[src/sv/pfrb_pkg.sv]
// ----------------------------------------------------------------------------
// pfrb_pkg
// Types, constants and word-building helpers for the PLL register builder.
// ----------------------------------------------------------------------------
package pfrb_pkg;

    localparam int FREQ_W  = 16;
    localparam int RATIO_W = 14;
    localparam int WORD_W  = 32;
    localparam int ADDR_W  = 3;
    localparam int FIELD_W = 12;
    localparam int CFG_ADDR_W = 4;
    localparam int QUEUE_DEPTH = 2;

    localparam logic [FREQ_W-1:0] FREQ_MIN     = 16'd300;
    localparam logic [FREQ_W-1:0] FREQ_MAX     = 16'd3000;
    localparam logic [FREQ_W-1:0] FREQ_TOP_D8  = 16'd550;
    localparam logic [FREQ_W-1:0] FREQ_TOP_D4  = 16'd1100;
    localparam logic [FREQ_W-1:0] FREQ_TOP_D2  = 16'd2200;

    // output divider range
    typedef enum logic [1:0] {
        RNG_DIV8,
        RNG_DIV4,
        RNG_DIV2,
        RNG_DIV1
    } t_range;

    typedef struct packed {
        t_range               rng;
        logic [RATIO_W-1:0]   ratio;
    } t_cmd;

    typedef struct packed {
        logic                 prescaler;
        logic [WORD_W-1:0]    word_r2;
        logic [WORD_W-1:0]    word_r3;
        logic [WORD_W-1:0]    word_r5;
    } t_cfg;

    typedef struct packed {
        logic full;
        logic empty;
    } t_q_status;

    // configuration register indexes
    localparam logic [1:0] CFG_PRESCALER = 2'd0;
    localparam logic [1:0] CFG_WORD_R2   = 2'd1;
    localparam logic [1:0] CFG_WORD_R3   = 2'd2;
    localparam logic [1:0] CFG_WORD_R5   = 2'd3;

    localparam logic              RST_PRESCALER = 1'b1;
    localparam logic [WORD_W-1:0] RST_WORD_R2   = 32'h0102_8E42;
    localparam logic [WORD_W-1:0] RST_WORD_R3   = 32'h0000_04B3;
    localparam logic [WORD_W-1:0] RST_WORD_R5   = 32'h0058_0005;

    // synthesizer register numbers
    localparam logic [ADDR_W-1:0] REG_R0 = 3'd0;
    localparam logic [ADDR_W-1:0] REG_R1 = 3'd1;
    localparam logic [ADDR_W-1:0] REG_R2 = 3'd2;
    localparam logic [ADDR_W-1:0] REG_R3 = 3'd3;
    localparam logic [ADDR_W-1:0] REG_R4 = 3'd4;
    localparam logic [ADDR_W-1:0] REG_R5 = 3'd5;

    localparam logic [WORD_W-1:0] R4_DIV8 = 32'h00B0_403C;
    localparam logic [WORD_W-1:0] R4_DIV4 = 32'h00A0_403C;
    localparam logic [WORD_W-1:0] R4_DIV2 = 32'h0090_403C;
    localparam logic [WORD_W-1:0] R4_DIV1 = 32'h0080_403C;

    localparam logic [2:0] CTRL_R0 = 3'b000;
    localparam logic [2:0] CTRL_R1 = 3'b001;

    localparam logic [FIELD_W-1:0] MOD_SYNTH1  = 12'd2;
    localparam logic [FIELD_W-1:0] FRAC_SYNTH1 = 12'd0;

    function automatic logic [WORD_W-1:0] f_r4(input t_range rng);
        logic [WORD_W-1:0] w;
        case (rng)
            RNG_DIV8: w = R4_DIV8;
            RNG_DIV4: w = R4_DIV4;
            RNG_DIV2: w = R4_DIV2;
            RNG_DIV1: w = R4_DIV1;
            default:  w = R4_DIV1;
        endcase
        return w;
    endfunction

    function automatic logic [FIELD_W-1:0] f_mod2(input t_range rng);
        logic [FIELD_W-1:0] m;
        case (rng)
            RNG_DIV8: m = 12'd125;
            RNG_DIV4: m = 12'd125;
            RNG_DIV2: m = 12'd250;
            RNG_DIV1: m = 12'd500;
            default:  m = 12'd500;
        endcase
        return m;
    endfunction

    function automatic logic [FIELD_W-1:0] f_frac2(input t_range rng);
        logic [FIELD_W-1:0] fr;
        case (rng)
            RNG_DIV8: fr = 12'd2;
            default:  fr = 12'd1;
        endcase
        return fr;
    endfunction

    function automatic logic [WORD_W-1:0] f_r0(input logic [RATIO_W-1:0] ratio,
                                               input logic [FIELD_W-1:0] frac);
        return {1'b0, {(16-RATIO_W){1'b0}}, ratio, frac, CTRL_R0};
    endfunction

    function automatic logic [WORD_W-1:0] f_r1(input logic               prescaler,
                                               input logic [FIELD_W-1:0] modv);
        return {4'b0000, prescaler, 11'd0, 1'b1, modv, CTRL_R1};
    endfunction

endpackage

[src/sv/pfrb_regs.sv]
// ----------------------------------------------------------------------------
// pfrb_regs
// APB-style configuration registers: prescaler bit and fixed R2/R3/R5 words.
// ----------------------------------------------------------------------------
module pfrb_regs (
    input  logic                                 i_clk,
    input  logic                                 i_rst_n,
    input  logic                                 psel,
    input  logic                                 penable,
    input  logic                                 pwrite,
    input  logic [pfrb_pkg::CFG_ADDR_W-1:0]      paddr,
    input  logic [pfrb_pkg::WORD_W-1:0]          pwdata,
    output logic [pfrb_pkg::WORD_W-1:0]          prdata,
    output pfrb_pkg::t_cfg                       o_cfg
);
    import pfrb_pkg::*;

    t_cfg       r_cfg;
    t_cfg       n_cfg;
    logic       wr_en;
    logic [1:0] reg_idx;

    assign reg_idx = paddr[3:2];
    assign wr_en   = psel && penable && pwrite;

    always_comb begin
        n_cfg = r_cfg;
        if (wr_en) begin
            case (reg_idx)
                CFG_PRESCALER: n_cfg.prescaler = pwdata[0];
                CFG_WORD_R2:   n_cfg.word_r2   = pwdata;
                CFG_WORD_R3:   n_cfg.word_r3   = pwdata;
                CFG_WORD_R5:   n_cfg.word_r5   = pwdata;
                default:       n_cfg           = r_cfg;
            endcase
        end
    end

    always_ff @(posedge i_clk) begin
        if (!i_rst_n) begin
            r_cfg.prescaler <= RST_PRESCALER;
            r_cfg.word_r2   <= RST_WORD_R2;
            r_cfg.word_r3   <= RST_WORD_R3;
            r_cfg.word_r5   <= RST_WORD_R5;
        end else begin
            r_cfg <= n_cfg;
        end
    end

    always_comb begin
        case (reg_idx)
            CFG_PRESCALER: prdata = {{(WORD_W-1){1'b0}}, r_cfg.prescaler};
            CFG_WORD_R2:   prdata = r_cfg.word_r2;
            CFG_WORD_R3:   prdata = r_cfg.word_r3;
            CFG_WORD_R5:   prdata = r_cfg.word_r5;
            default:       prdata = '0;
        endcase
    end

    assign o_cfg = r_cfg;

endmodule

[src/sv/pfrb_front.sv]
// ----------------------------------------------------------------------------
// pfrb_front
// Takes frequency requests, drops out-of-range ones, picks the divider range
// and forms the loop ratio freq*div*2 for the queue.
// ----------------------------------------------------------------------------
module pfrb_front (
    input  logic                             i_clk,
    input  logic                             i_rst_n,
    input  logic                             start,
    output logic                             busy,
    input  logic [pfrb_pkg::FREQ_W-1:0]      i_freq_mhz,
    input  pfrb_pkg::t_q_status              i_q_status,
    output logic                             o_push,
    output pfrb_pkg::t_cmd                   o_cmd
);
    import pfrb_pkg::*;

    logic        r_vld;
    logic        n_vld;
    t_cmd        r_cmd;
    t_cmd        n_cmd;
    logic        accept;
    logic        in_range;
    t_range      rng;
    logic [2:0]  shamt;
    logic [15:0] freq_ext;
    logic [15:0] ratio_full;

    assign busy     = r_vld && i_q_status.full;
    assign accept   = start && !busy;
    assign o_push   = r_vld && !i_q_status.full;
    assign in_range = (i_freq_mhz >= FREQ_MIN) && (i_freq_mhz <= FREQ_MAX);

    always_comb begin
        if (i_freq_mhz <= FREQ_TOP_D8) begin
            rng   = RNG_DIV8;
            shamt = 3'd4;
        end else if (i_freq_mhz <= FREQ_TOP_D4) begin
            rng   = RNG_DIV4;
            shamt = 3'd3;
        end else if (i_freq_mhz <= FREQ_TOP_D2) begin
            rng   = RNG_DIV2;
            shamt = 3'd2;
        end else begin
            rng   = RNG_DIV1;
            shamt = 3'd1;
        end
    end

    // in-range frequencies fit 12 bits, ratio tops out at 8800
    assign freq_ext   = {4'b0000, i_freq_mhz[11:0]};
    assign ratio_full = freq_ext << shamt;

    always_comb begin
        n_vld = r_vld && !o_push;
        n_cmd = r_cmd;
        if (accept) begin
            n_vld       = in_range;
            n_cmd.rng   = rng;
            n_cmd.ratio = ratio_full[RATIO_W-1:0];
        end
    end

    always_ff @(posedge i_clk) begin
        if (!i_rst_n) begin
            r_vld <= 1'b0;
        end else begin
            r_vld <= n_vld;
        end
    end

    always_ff @(posedge i_clk) begin
        r_cmd <= n_cmd;
    end

    assign o_cmd = r_cmd;

endmodule

[src/sv/pfrb_queue.sv]
// ----------------------------------------------------------------------------
// pfrb_queue
// Small first-word-fall-through queue of classified commands.
// ----------------------------------------------------------------------------
module pfrb_queue #(
    parameter int DEPTH = pfrb_pkg::QUEUE_DEPTH
) (
    input  logic                  i_clk,
    input  logic                  i_rst_n,
    input  logic                  i_push,
    input  pfrb_pkg::t_cmd        i_data,
    input  logic                  i_pop,
    output pfrb_pkg::t_cmd        o_data,
    output pfrb_pkg::t_q_status   o_status
);
    import pfrb_pkg::*;

    localparam int PTR_W = (DEPTH > 1) ? $clog2(DEPTH) : 1;
    localparam int CNT_W = $clog2(DEPTH + 1);
    localparam logic [PTR_W-1:0] PTR_LAST = PTR_W'(DEPTH - 1);
    localparam logic [CNT_W-1:0] CNT_FULL = CNT_W'(DEPTH);

    t_cmd             r_mem [DEPTH];
    logic [PTR_W-1:0] r_wr_ptr;
    logic [PTR_W-1:0] r_rd_ptr;
    logic [CNT_W-1:0] r_cnt;
    logic [PTR_W-1:0] n_wr_ptr;
    logic [PTR_W-1:0] n_rd_ptr;
    logic [CNT_W-1:0] n_cnt;
    logic             do_push;
    logic             do_pop;

    assign o_status.full  = (r_cnt == CNT_FULL);
    assign o_status.empty = (r_cnt == '0);
    assign do_push = i_push && !o_status.full;
    assign do_pop  = i_pop && !o_status.empty;

    always_comb begin
        n_wr_ptr = r_wr_ptr;
        n_rd_ptr = r_rd_ptr;
        n_cnt    = r_cnt;
        if (do_push) begin
            n_wr_ptr = (r_wr_ptr == PTR_LAST) ? '0 : r_wr_ptr + 1'b1;
        end
        if (do_pop) begin
            n_rd_ptr = (r_rd_ptr == PTR_LAST) ? '0 : r_rd_ptr + 1'b1;
        end
        if (do_push && !do_pop) begin
            n_cnt = r_cnt + 1'b1;
        end else if (do_pop && !do_push) begin
            n_cnt = r_cnt - 1'b1;
        end
    end

    always_ff @(posedge i_clk) begin
        if (!i_rst_n) begin
            r_wr_ptr <= '0;
            r_rd_ptr <= '0;
            r_cnt    <= '0;
        end else begin
            r_wr_ptr <= n_wr_ptr;
            r_rd_ptr <= n_rd_ptr;
            r_cnt    <= n_cnt;
        end
    end

    always_ff @(posedge i_clk) begin
        if (do_push) begin
            r_mem[r_wr_ptr] <= i_data;
        end
    end

    assign o_data = r_mem[r_rd_ptr];

endmodule

[src/sv/pfrb_back.sv]
// ----------------------------------------------------------------------------
// pfrb_back
// Sequencer that emits the twelve register words of one command, one a cycle:
// synthesizer 1 then 2, registers 5 down to 0.
// ----------------------------------------------------------------------------
module pfrb_back (
    input  logic                             i_clk,
    input  logic                             i_rst_n,
    input  pfrb_pkg::t_cfg                   i_cfg,
    input  pfrb_pkg::t_q_status              i_q_status,
    input  pfrb_pkg::t_cmd                   i_q_data,
    output logic                             o_pop,
    output logic                             o_strobe,
    output logic                             o_synth_select,
    output logic [pfrb_pkg::ADDR_W-1:0]      o_reg_address,
    output logic [pfrb_pkg::WORD_W-1:0]      o_reg_word,
    output logic                             o_last_word
);
    import pfrb_pkg::*;

    logic               r_active;
    logic               n_active;
    logic               r_synth;
    logic               n_synth;
    logic [ADDR_W-1:0]  r_addr;
    logic [ADDR_W-1:0]  n_addr;
    t_cmd               r_cmd;
    t_cmd               n_cmd;
    logic               last_step;
    logic [WORD_W-1:0]  word;
    logic [RATIO_W-1:0] ratio_s2;

    logic               r_strobe;
    logic               r_sel;
    logic [ADDR_W-1:0]  r_addr_o;
    logic [WORD_W-1:0]  r_word;
    logic               r_last;

    assign last_step = r_active && r_synth && (r_addr == REG_R0);
    assign o_pop     = !i_q_status.empty && (!r_active || last_step);

    always_comb begin
        n_active = r_active;
        n_synth  = r_synth;
        n_addr   = r_addr;
        n_cmd    = r_cmd;
        if (o_pop) begin
            // next command follows straight on from the last word
            n_active = 1'b1;
            n_synth  = 1'b0;
            n_addr   = REG_R5;
            n_cmd    = i_q_data;
        end else if (r_active) begin
            if (last_step) begin
                n_active = 1'b0;
            end else if (r_addr == REG_R0) begin
                n_synth = 1'b1;
                n_addr  = REG_R5;
            end else begin
                n_addr = r_addr - 1'b1;
            end
        end
    end

    // synth 2 sits one step below the integer ratio
    assign ratio_s2 = r_cmd.ratio - 1'b1;

    always_comb begin
        case (r_addr)
            REG_R5: word = i_cfg.word_r5;
            REG_R4: word = f_r4(r_cmd.rng);
            REG_R3: word = i_cfg.word_r3;
            REG_R2: word = i_cfg.word_r2;
            REG_R1: word = f_r1(i_cfg.prescaler, r_synth ? f_mod2(r_cmd.rng) : MOD_SYNTH1);
            REG_R0: word = r_synth ? f_r0(ratio_s2, f_frac2(r_cmd.rng))
                                   : f_r0(r_cmd.ratio, FRAC_SYNTH1);
            default: word = '0;
        endcase
    end

    always_ff @(posedge i_clk) begin
        if (!i_rst_n) begin
            r_active <= 1'b0;
            r_synth  <= 1'b0;
            r_addr   <= REG_R5;
            r_strobe <= 1'b0;
        end else begin
            r_active <= n_active;
            r_synth  <= n_synth;
            r_addr   <= n_addr;
            r_strobe <= r_active;
        end
    end

    always_ff @(posedge i_clk) begin
        r_cmd    <= n_cmd;
        r_sel    <= r_synth;
        r_addr_o <= r_addr;
        r_word   <= word;
        r_last   <= last_step;
    end

    assign o_strobe       = r_strobe;
    assign o_synth_select = r_sel;
    assign o_reg_address  = r_addr_o;
    assign o_reg_word     = r_word;
    assign o_last_word    = r_last;

endmodule

[src/sv/pll_frequency_register_builder_top.sv]
// ----------------------------------------------------------------------------
// pll_frequency_register_builder_top
// A request passes the front register and the queue to the word sequencer,
// which puts out its twelve words, registered, on consecutive cycles; the
// last carries o_last_word. The sequencer takes a new request only at the last
// word of the one before; a 2-entry queue plus the front register absorb
// requests. Out-of-range ones are taken, give no words. Synchronous reset clears
// control state and loads the configuration defaults; the receiver cannot stall.
// ----------------------------------------------------------------------------
module pll_frequency_register_builder_top #(
    parameter int QUEUE_DEPTH = pfrb_pkg::QUEUE_DEPTH
) (
    input  logic                             i_clk,
    input  logic                             i_rst_n,
    input  logic                             start,
    output logic                             busy,
    input  logic [pfrb_pkg::FREQ_W-1:0]      i_freq_mhz,
    output logic                             o_strobe,
    output logic                             o_synth_select,
    output logic [pfrb_pkg::ADDR_W-1:0]      o_reg_address,
    output logic [pfrb_pkg::WORD_W-1:0]      o_reg_word,
    output logic                             o_last_word,
    input  logic                             psel,
    input  logic                             penable,
    input  logic                             pwrite,
    input  logic [pfrb_pkg::CFG_ADDR_W-1:0]  paddr,
    input  logic [pfrb_pkg::WORD_W-1:0]      pwdata,
    output logic [pfrb_pkg::WORD_W-1:0]      prdata,
    output logic                             pready
);
    import pfrb_pkg::*;

    t_cfg      cfg;
    t_q_status q_status;
    t_cmd      push_cmd;
    t_cmd      head_cmd;
    logic      push;
    logic      pop;

    assign pready = 1'b1;

    pfrb_regs u_regs (
        .i_clk   (i_clk),
        .i_rst_n (i_rst_n),
        .psel    (psel),
        .penable (penable),
        .pwrite  (pwrite),
        .paddr   (paddr),
        .pwdata  (pwdata),
        .prdata  (prdata),
        .o_cfg   (cfg)
    );

    pfrb_front u_front (
        .i_clk      (i_clk),
        .i_rst_n    (i_rst_n),
        .start      (start),
        .busy       (busy),
        .i_freq_mhz (i_freq_mhz),
        .i_q_status (q_status),
        .o_push     (push),
        .o_cmd      (push_cmd)
    );

    pfrb_queue #(
        .DEPTH (QUEUE_DEPTH)
    ) u_queue (
        .i_clk    (i_clk),
        .i_rst_n  (i_rst_n),
        .i_push   (push),
        .i_data   (push_cmd),
        .i_pop    (pop),
        .o_data   (head_cmd),
        .o_status (q_status)
    );

    pfrb_back u_back (
        .i_clk          (i_clk),
        .i_rst_n        (i_rst_n),
        .i_cfg          (cfg),
        .i_q_status     (q_status),
        .i_q_data       (head_cmd),
        .o_pop          (pop),
        .o_strobe       (o_strobe),
        .o_synth_select (o_synth_select),
        .o_reg_address  (o_reg_address),
        .o_reg_word     (o_reg_word),
        .o_last_word    (o_last_word)
    );

endmodule
[config.mk]
export PLATFORM = sky130hd
export DESIGN_NAME = pll_frequency_register_builder_top
export DESIGN_NICKNAME = d
export VERILOG_FILES = /design/src/sv/pfrb_pkg.sv /design/src/sv/pfrb_regs.sv /design/src/sv/pfrb_front.sv /design/src/sv/pfrb_queue.sv /design/src/sv/pfrb_back.sv /design/src/sv/pll_frequency_register_builder_top.sv
export SDC_FILE = /design/constraint.sdc
export NUM_CORES = 1
export LEC_CHECK = 0
export ABC_CLOCK_PERIOD_IN_PS = 3470
export BUFFER_PORTS_ARGS = -buffer_cell sky130_fd_sc_hd__buf_2
export CELL_PAD_IN_SITES_DETAIL_PLACEMENT = 1
export CELL_PAD_IN_SITES_GLOBAL_PLACEMENT = 1
export CORE_MARGIN = 4
export CORE_UTILIZATION = 49
export CTS_BUF_LIST = sky130_fd_sc_hd__clkbuf_8
export DETAILED_ROUTE_END_ITERATION = 8
export PLACE_DENSITY = 0.86
export SLEW_MARGIN = 10
export SYNTH_ARGS = -nofsm -noshare
export SYNTH_HDL_FRONTEND = slang
export SYNTH_SLANG_ARGS = --single-unit
[constraint.sdc]
create_clock -name i_clk -period 3.47 [get_ports i_clk]
set_input_delay 0.1735 -clock i_clk [delete_from_list [all_inputs] [get_ports i_clk]]
set_output_delay 0.1735 -clock i_clk [all_outputs]
set_load 0.005 [all_outputs]
==> results.cfg, run 1 <==
[synthesis]
synthesis.nets = 1020
netlist_area_mm2 = 0.00927
synth_cells = 960
ys_warn_count = 0
yosysUniqueCellTypes = 69
synth.ff_latch_count = 209
avgSynthCellArea_um2 = 9.66
synth_edf_count = 64
synth_flop_cell = dfxtp_1
synthArstFlopShare_pct = 0
ys_seq_area_share_pct = 52.1

[place]
gp_congestion = 0.824
dpl_cell_area_mm2 = 0.0101
port_buffers = 126
hpwl_um = 18300
dp_slack_ps = 824

[layout]
antenna_cells = 0
final_area_mm2 = 0.0110
area_growth_pct = 19.0
fill_cells = 2121
final_common_cell = nand2_1
fin_util_pct = 59.1
nNetsFinal = 1161
drive_gt1_share_pct = 22.9
mostFrequentLayoutCells = 247 x nand2_1, 145 x dfxtp_1, 126 x buf_2, 77 x a21boi_0, 64 x edfxtp_1

[critical_path]
cp_slowest_cell = dfxtp_1
max_stage_delay_ps = 570
worstPathCellList = nand2b_1 -> o31ai_1 -> o21ai_1 -> ha_1 -> or3_1 -> a21boi_0
required_ps = 3890
path_max_fanout = 12
path_class = flip-flop to flip-flop
start_kind = flip-flop
cp-end-kind = flip-flop
crit_arrival_ps = 3090

[die]
coreArea_mm2 = 0.0186
initial_core_util_pct = 49.7
io_pins = 130
dieWidth_um = 146
dieArea_mm2 = 0.0212
die_h_um = 146
placementRows = 50

[clock_tree]
numCtsBuffers = 36
tritoncts = yes
clockRootBuffer = clkbuf_8
post_cts.repair.setup_buffers = 0
h-tree-depth = 2
clock_latency_ps = 520
clock-sinks = 209
clk_pin_slew_ps = 60
cts.path.max_buffers = 3

[timing]
fin_ws_ps = 804
finalCritPeriodShare_pct = 76.8
setup_tns_ps = 0
hold_viol = 0
whs_ps = 67.6
clock_skew_ps = 25.2
max_slew_margin_pct = 22.9
rsz0062_at_grt = no
finalSetupViolCount = 0
finalCriticalPeriod_ps = 2670
drv_slew = 0
worst_pin_slew_ps = 1160
fmax_mhz = 375

[grt]
overflow = 0
antenna_found_initial = 0
grt.total_usage_pct = 27.4
grt_pass1_vias = 8544
grt_max_degree = 53
grt_pass1_wl_um = 46800

[drt]
viasPerCell = 5.90
post_drt_wl_per_cell_um = 21.7
ant_nets = 0
drt-initial-drc-count = 538
drt-pass1-iter-count = 5
drc = 0
vias = 8000
wl_um = 29400

[outcome]
status = completed

[hold_path]
hold_path.class = input pin to flip-flop

[flow_run]
drv_cap = 0

[pwr]
peakVddDrop_mv = 0.284
p_per_area_mw_per_mm2 = 537
leakagePower_nw = 4.34
[cell type report]
cell class / instances / area [µm²] / area share [%]
tap: 234 / 293 / 2.66
clock buffer: 42 / 578 / 5.24
sequential: 209 / 4820 / 43.8
clock inverter: 17 / 66.3 / 0.601
timing repair buffer: 180 / 1140 / 10.3
multi-input combinational: 663 / 4080 / 37.0
inverter: 11 / 41.3 / 0.374
[stage by stage]
stage               cells  power [mW]
detailed placement   1265        3.85
global route         1356        6.18
finish               1356        5.92
CTS                  1356        5.92
global placement     1265        3.79
floorplan             960        3.45
[routing by layer]
metal	wire length [µm]	global-route usage (%)	share of wire, %	up-vias
li1	-	-	-	3674
met1	12200	35.3	42	3973
met2	14600	46.7	50	292
met3	1780	5.08	6.0	61
met4	825	9.35	2.8	0
met5	0	0	0	-
[state kept, by name, summed over array words and instances (netlist names), 2 cells and up]
| signal | flops |
|---|---|
| u_back.o_reg_address | 3 |
| u_front.o_cmd | 16 |
| u_back.r_addr | 3 |
| u_queue.r_cnt | 2 |
| u_queue.r_mem | 32 |
| u_back.r_cmd | 16 |
| u_regs.o_cfg | 97 |
| u_back.o_reg_word | 32 |
[cell families after synthesis]
family | share of synthesized area, %
xor+xnor | 1.51
other cells | 0.0810
buf+inv | 4.01
fa+ha+maj | 0.270
compound gates | 19.8
flops | 52.1
mux | 6.82
simple gates | 15.4
[cell usage after synthesis (9+ instances only)]
cell / n / share of area, %
inv_1: 9 / 0.36
a22oi_1: 20 / 1.6
dfxtp_1: 145 / 31
o21ai_0: 24 / 1.3
a21boi_0: 77 / 6.2
a22o_1: 33 / 3.1
mux2_2: 47 / 5.7
a21oi_1: 32 / 1.7
nand2_1: 247 / 10
nand3_1: 24 / 1.3
nor2_1: 26 / 1.1
edfxtp_1: 64 / 21
nor3_1: 13 / 0.70
xnor2_1: 11 / 1.0
clkbuf_1: 62 / 2.5
[path summary, 6_finish.rpt]
path | slack [ps] | start | cells past startpoint | endpoint
worst min-delay path | 70 | i_freq_mhz[4] | 3 | u_front.o_cmd[8]
worst max register to register | 800 | u_back.r_synth | 6 | u_queue.r_cnt[1]
worst max-delay path | 800 | u_back.r_synth | 6 | u_queue.r_cnt[1]
worst min register to register | 450 | u_front.o_cmd[12] | 0 | u_queue.r_mem[0][12]
[what timing repair did]
action,CTS,global route
gates resized for setup,0,0
hold buffers,32,0
endpoints found under the hold margin,97,0
[worst max-delay path, delay by kind of cell, from the launching register on]
| kind | cells | cell delay (ps) |
|---|---|---|
| compound gates | 3 | 910 |
| fa+ha+maj | 1 | 420 |
| flops | 1 | 570 |
| simple gates | 2 | 690 |
[power breakdown]
part / internal [mW] / switching, mW / total (mW) / leakage (nW)
registers: 2.75 / 0.183 / 2.94 / 1.76
logic: 0.364 / 0.550 / 0.914 / 2.19
clock network: 1.09 / 0.977 / 2.07 / 0.386
total: 4.21 / 1.71 / 5.92 / 4.34
Note: power is estimated with default switching activity, not from simulation.
==> run 2: changes to the inputs <==
--- a/config.mk
+++ b/config.mk
@@ -5,15 +5,15 @@
 export SDC_FILE = /design/constraint.sdc
 export NUM_CORES = 1
 export LEC_CHECK = 0
-export ABC_CLOCK_PERIOD_IN_PS = 3470
+export ABC_CLOCK_PERIOD_IN_PS = 2300
 export BUFFER_PORTS_ARGS = -buffer_cell sky130_fd_sc_hd__buf_2
 export CELL_PAD_IN_SITES_DETAIL_PLACEMENT = 1
 export CELL_PAD_IN_SITES_GLOBAL_PLACEMENT = 1
 export CORE_MARGIN = 4
-export CORE_UTILIZATION = 49
+export CORE_UTILIZATION = 41
 export CTS_BUF_LIST = sky130_fd_sc_hd__clkbuf_8
 export DETAILED_ROUTE_END_ITERATION = 8
-export PLACE_DENSITY = 0.86
+export PLACE_DENSITY = 0.77
 export SLEW_MARGIN = 10
 export SYNTH_ARGS = -nofsm -noshare
 export SYNTH_HDL_FRONTEND = slang
==> constraint.sdc (replaced) <==
create_clock -name i_clk -period 2.3 [get_ports i_clk]
set_input_delay 0.115 -clock i_clk [delete_from_list [all_inputs] [get_ports i_clk]]
set_output_delay 0.115 -clock i_clk [all_outputs]
set_load 0.005 [all_outputs]
==> run 2 against run 1 <==
Final area is 2.0% higher; total power is 50% higher; worst hold slack worse by 41 ps; register-to-register slack worse by 440 ps; setup slack worse by 440 ps; die area is 18% higher; sequential power is 49% higher; global-route usage is 5.2 points lower; sequential share of layout area is 0.85 points lower; critical path depth is 1 lower; wire length is 6.3% lower; maximum frequency is 38% higher; largest power group unchanged.
==> results.cfg, run 2 (synthesis gave the netlist of run 1 again) <==
[grt]
grt_max_degree = 59
grt.total_usage_pct = 22.2
busiest_layer = met2
overflow = 0
grt_pass1_wl_um = 44000
use_met2_pct = 37.4
grt_pass1_vias = 8120
gr-usage-met1_pct = 30.1
antenna_found_initial = 0
grt.met3_usage_pct = 3.56

[die]
coreArea_mm2 = 0.0220
initial_core_util_pct = 42.1
dieArea_mm2 = 0.0251
die_h_um = 158
io_pins = 130
placementRows = 54
dieWidth_um = 158

[timing]
rsz0062_at_grt = no
hold_viol = 0
setup_tns_ps = 0
finalCriticalPeriod_ps = 1930
max_slew_margin_pct = 46.8
drv_slew = 0
clock_skew_ps = 15.9
worst_pin_slew_ps = 798
fmax_mhz = 517
finalSetupViolCount = 0
finalCritPeriodShare_pct = 84.1

[critical_path]
start_kind = flip-flop
r2r_cells = 5
required_ps = 2740
crit_arrival_ps = 2380
cp-end-kind = flip-flop
r2r_slack_ps = 370
reg2reg_from = u_back.r_addr[1]
reg2reg_to = u_queue.r_cnt[1]
path_max_fanout = 9
path_class = flip-flop to flip-flop

[layout]
drive_gt1_share_pct = 23.7
fill_cells = 2545
area_growth_pct = 21.3
antenna_cells = 0
nNetsFinal = 1181
fin_util_pct = 51.1
fin_cells = 1428
final_common_cell = nand2_1
largest_reg_flops = 97
mostFrequentLayoutCells = 247 x nand2_1, 145 x dfxtp_1, 126 x buf_2, 77 x a21boi_0, 64 x edfxtp_1

[place]
gp_congestion = 0.812
hpwl_um = 18200
port_buffers = 126
dp.cells = 1327

[clock_tree]
postCtsHoldBufs = 35
cts.path.max_buffers = 3
tritoncts = yes
clk_pin_slew_ps = 60
clockRootBuffer = clkbuf_8
cts_resized = 0
h-tree-depth = 2
clock_latency_ps = 530
clock-sinks = 209
numCtsBuffers = 37
post_cts.repair.setup_buffers = 0

[pwr]
leakagePower_nw = 4.46
p_per_area_mw_per_mm2 = 788
peakVddDrop_mv = 0.394

[hold_path]
hold_path.class = input pin to flip-flop
worstHoldPathCells = 2
min_from = i_rst_n
min_to = u_regs.o_cfg[39]

[drt]
drt-pass1-iter-count = 5
wl_um = 27500
vias = 7760
drt-initial-drc-count = 468
viasPerCell = 5.43
ant_nets = 0
post_drt_wl_per_cell_um = 19.3
drc = 0

[outcome]
status = completed

[flow_run]
drv_cap = 0
[run 2: worst max-delay path by stage]
stage | from | end | slack (ps) | cells after the start
2_1_floorplan | u_back.r_addr[2] | u_queue.r_cnt[1] | 370 | 6
3_3_place_gp | u_back.r_addr[1] | u_queue.r_cnt[1] | 440 | 5
3_5_place_dp | i_freq_mhz[12] | u_front.o_cmd[3] | 380 | 7
4_1_cts | u_back.r_addr[0] | u_back.o_reg_word[16] | 380 | 6
5_1_grt | u_back.r_addr[1] | u_queue.r_cnt[1] | 220 | 5
6_report | u_back.r_addr[1] | u_queue.r_cnt[1] | 370 | 5
[run 2: power by group]
part | total, mW | internal (mW) | switching [mW]
combinational | 1.43 | 0.601 | 0.827
sequential | 4.38 | 4.15 | 0.231
clock | 3.05 | 1.59 | 1.46
total | 8.87 | 6.35 | 2.52
[run 2: layout make-up]
class	count	area, µm²	share of cell area (%)
flip-flops and latches	209	4820	42.9
multi-input cells	663	4090	36.3
repair buffers	199	1290	11.5
clock buffers	40	551	4.90
well taps	280	350	3.12
clock inverters	26	103	0.912
inverters	11	41.3	0.367
[run 2: critical path, cell delays in order, from the launching register on]
cell      delay [ps]
dfxtp_1          430
o31ai_1          410
o21ai_1          160
ha_1             360
or3_1            340
a21boi_0         160
[run 2: metrics by stage]
stage	power [mW]	hold slack, ps	cell area (µm²)	setup slack [ps]
detailed placement	5.83	369	10200	376
global route	9.33	19.0	11200	221
global placement	5.78	361	10200	445
finish	8.87	26.1	11200	367
floorplan	5.20	239	9270	373
CTS	8.96	2.41	11200	380
[run 2: metal layers]
metal / vias up / part of all wire (%)
li1: 3719 / -
met1: 3809 / 46
met2: 196 / 48
met3: 36 / 4.5
met4: 0 / 1.6
met5: - / 0
==> run 3: changes to the inputs <==
--- a/config.mk
+++ b/config.mk
@@ -5,7 +5,7 @@
 export SDC_FILE = /design/constraint.sdc
 export NUM_CORES = 1
 export LEC_CHECK = 0
-export ABC_CLOCK_PERIOD_IN_PS = 2300
+export ABC_CLOCK_PERIOD_IN_PS = 1580
 export BUFFER_PORTS_ARGS = -buffer_cell sky130_fd_sc_hd__buf_2
 export CELL_PAD_IN_SITES_DETAIL_PLACEMENT = 1
 export CELL_PAD_IN_SITES_GLOBAL_PLACEMENT = 1
==> constraint.sdc (replaced) <==
create_clock -name i_clk -period 1.58 [get_ports i_clk]
set_input_delay 0.079 -clock i_clk [delete_from_list [all_inputs] [get_ports i_clk]]
set_output_delay 0.079 -clock i_clk [all_outputs]
set_load 0.005 [all_outputs]
==> run 3 against run 2 <==
Sequential share of layout area fell by 3.7 points; global-route usage up 1.7 points; the run now ends with negative setup slack left; utilization is 5.2 points higher.
==> results.cfg, run 3 (synthesis gave the netlist of run 1 again) <==
[outcome]
status = finished with violations
violations = negative setup slack

[drt]
viasPerCell = 5.56
ant_nets = 0
drt-pass1-iter-count = 5
drc = 0
vias = 8353
wl_um = 31300
post_drt_wl_per_cell_um = 20.8
drt-initial-drc-count = 454

[layout]
fin_cells = 1503
largest_reg_flops = 97
mostFrequentLayoutCells = 244 x nand2_1, 122 x dfxtp_1, 121 x buf_2, 100 x buf_4, 76 x a21boi_0
final_area_mm2 = 0.0124
antenna_cells = 0
drive_gt1_share_pct = 33.9
fin_util_pct = 56.2
nNetsFinal = 1257
area_growth_pct = 33.6
final_common_cell = nand2_1

[grt]
grt_max_degree = 53
grt.total_usage_pct = 23.9
grt_pass1_vias = 8680
grt_pass1_wl_um = 47000
overflow = 0
antenna_found_initial = 0

[critical_path]
cp-end-kind = flip-flop
reg2reg_from = u_back.r_cmd[1]
path_max_fanout = 3
crit_arrival_ps = 2270
required_ps = 1960
r2r_cells = 6
reg2reg_to = u_back.o_reg_word[20]
start_kind = flip-flop
path_class = flip-flop to flip-flop
r2r_slack_ps = -310

[pwr]
p_per_area_mw_per_mm2 = 1150
netSwitchingFraction_pct = 29.4
leakagePower_nw = 5.03
sequentialPowerShare_pct = 45.0
p_int_mw = 10.1
combPwrFrac_pct = 21.0
p_sw_mw = 4.19
peakVddDrop_mv = 0.586
p_clk_share_pct = 34.0

[place]
dp_slack_ps = -201
port_buffers = 126
hpwl_um = 19800
dp.cells = 1389
gp_congestion = 0.830
dpl_cell_area_mm2 = 0.0108

[die]
placementRows = 54
initial_core_util_pct = 42.1
die_h_um = 158
coreArea_mm2 = 0.0220
dieWidth_um = 158
io_pins = 130
dieArea_mm2 = 0.0251

[flow_run]
drv_cap = 0

[timing]
fmax_mhz = 528
drv_slew = 0
finalCritPeriodShare_pct = 120
max_slew_margin_pct = 64.7
fin_ws_ps = -312
clock_skew_ps = 17.5
hold_viol = 0
finalCriticalPeriod_ps = 1890
rsz0062_at_grt = yes
worst_pin_slew_ps = 528
finalSetupViolCount = 9

[clock_tree]
h-tree-depth = 2
clockRootBuffer = clkbuf_8
clock_latency_ps = 540
clock-sinks = 209
numCtsBuffers = 37
clk_pin_slew_ps = 70
tritoncts = yes
cts.path.max_buffers = 3

[hold_path]
min_from = i_freq_mhz[10]
min_to = u_front.o_cmd[11]
worstHoldPathCells = 4
hold_path.class = input pin to flip-flop
## run 3: cell count changes in the layout (fill, tap and decap cells not counted), sizes merged
| cell | previous run | this run |
|---|---|---|
| dlymetal6s4s | 0 | 1 |
| buf | 164 | 236 |
| o21ai | 27 | 28 |
| inv | 32 | 25 |
| dlygate4sd3 | 35 | 36 |
| clkbuf | 40 | 47 |
## run 3: power by group through the flow
stage / Sequential (mW) / Combinational, mW / Clock (mW)
finish: 6.41 / 3.00 / 4.85
global route: 6.44 / 3.22 / 5.21
CTS: 6.35 / 2.73 / 4.92
detailed placement: 6.43 / 2.53 / 0
global placement: 6.42 / 2.47 / 0
floorplan: 6.44 / 1.17 / 0
## run 3: what timing repair did
item | in CTS | in global routing
hold endpoints to repair | 101 | 0
gates cloned | 0 | 2
setup endpoints to repair | 32 | 61
hold buffers | 37 | 0
buffers inserted | 7 | 6
pin swaps | 11 | 20
gates resized for setup | 37 | 46
## run 3: layer usage
metal / part of all wire, % / GRT usage [%] / wire length, µm / up-vias
li1: - / - / - / 3878
met1: 43 / 31.2 / 13500 / 4134
met2: 48 / 40.0 / 15100 / 269
met3: 5.3 / 4.00 / 1660 / 72
met4: 3.1 / 8.94 / 962 / 0
met5: 0 / 0 / 0 / -
## run 3: worst max path at each step
stage | startpoint | endpoint | slack [ps] | cells past startpoint
2_1_floorplan | u_back.r_addr[2] | u_queue.r_cnt[1] | -160 | 6
4_1_cts | u_back.r_cmd[2] | u_back.o_reg_word[28] | -90 | 5
5_1_grt | u_back.r_cmd[1] | u_back.o_reg_word[20] | -360 | 6
6_report | u_back.r_cmd[1] | u_back.o_reg_word[20] | -310 | 6
3_5_place_dp | u_back.r_cmd[1] | u_back.o_reg_word[28] | -200 | 5
3_3_place_gp | u_back.r_addr[2] | u_queue.r_cnt[1] | -80 | 7
## run 3: cell type report
cell class,instances,area (µm²)
clock inverters,19,77.6
fillers,2454,9640
well taps,280,350
repair buffers,274,2010
multi-input cells,664,4410
inverters,11,46.3
clock buffers,46,633
flip-flops and latches,209,4850
## run 3: through the flow
| stage | setup TNS, ps | hold slack [ps] | power [mW] |
|---|---|---|---|
| global route | -2180 | 52.7 | 14.9 |
| finish | -1250 | 67.9 | 14.3 |
| floorplan | -512 | 203 | 7.61 |
| global placement | -592 | 329 | 8.89 |
| detailed placement | -3320 | 329 | 8.96 |
| CTS | -522 | 22.2 | 14.0 |
## run 3: worst max-delay path: stages (launching register included)
cell	delay [ps]
edfxtp_1	450
nor4b_4	400
buf_4	210
nand2_4	70
xnor2_2	150
o211ai_1	230
o211ai_1	210
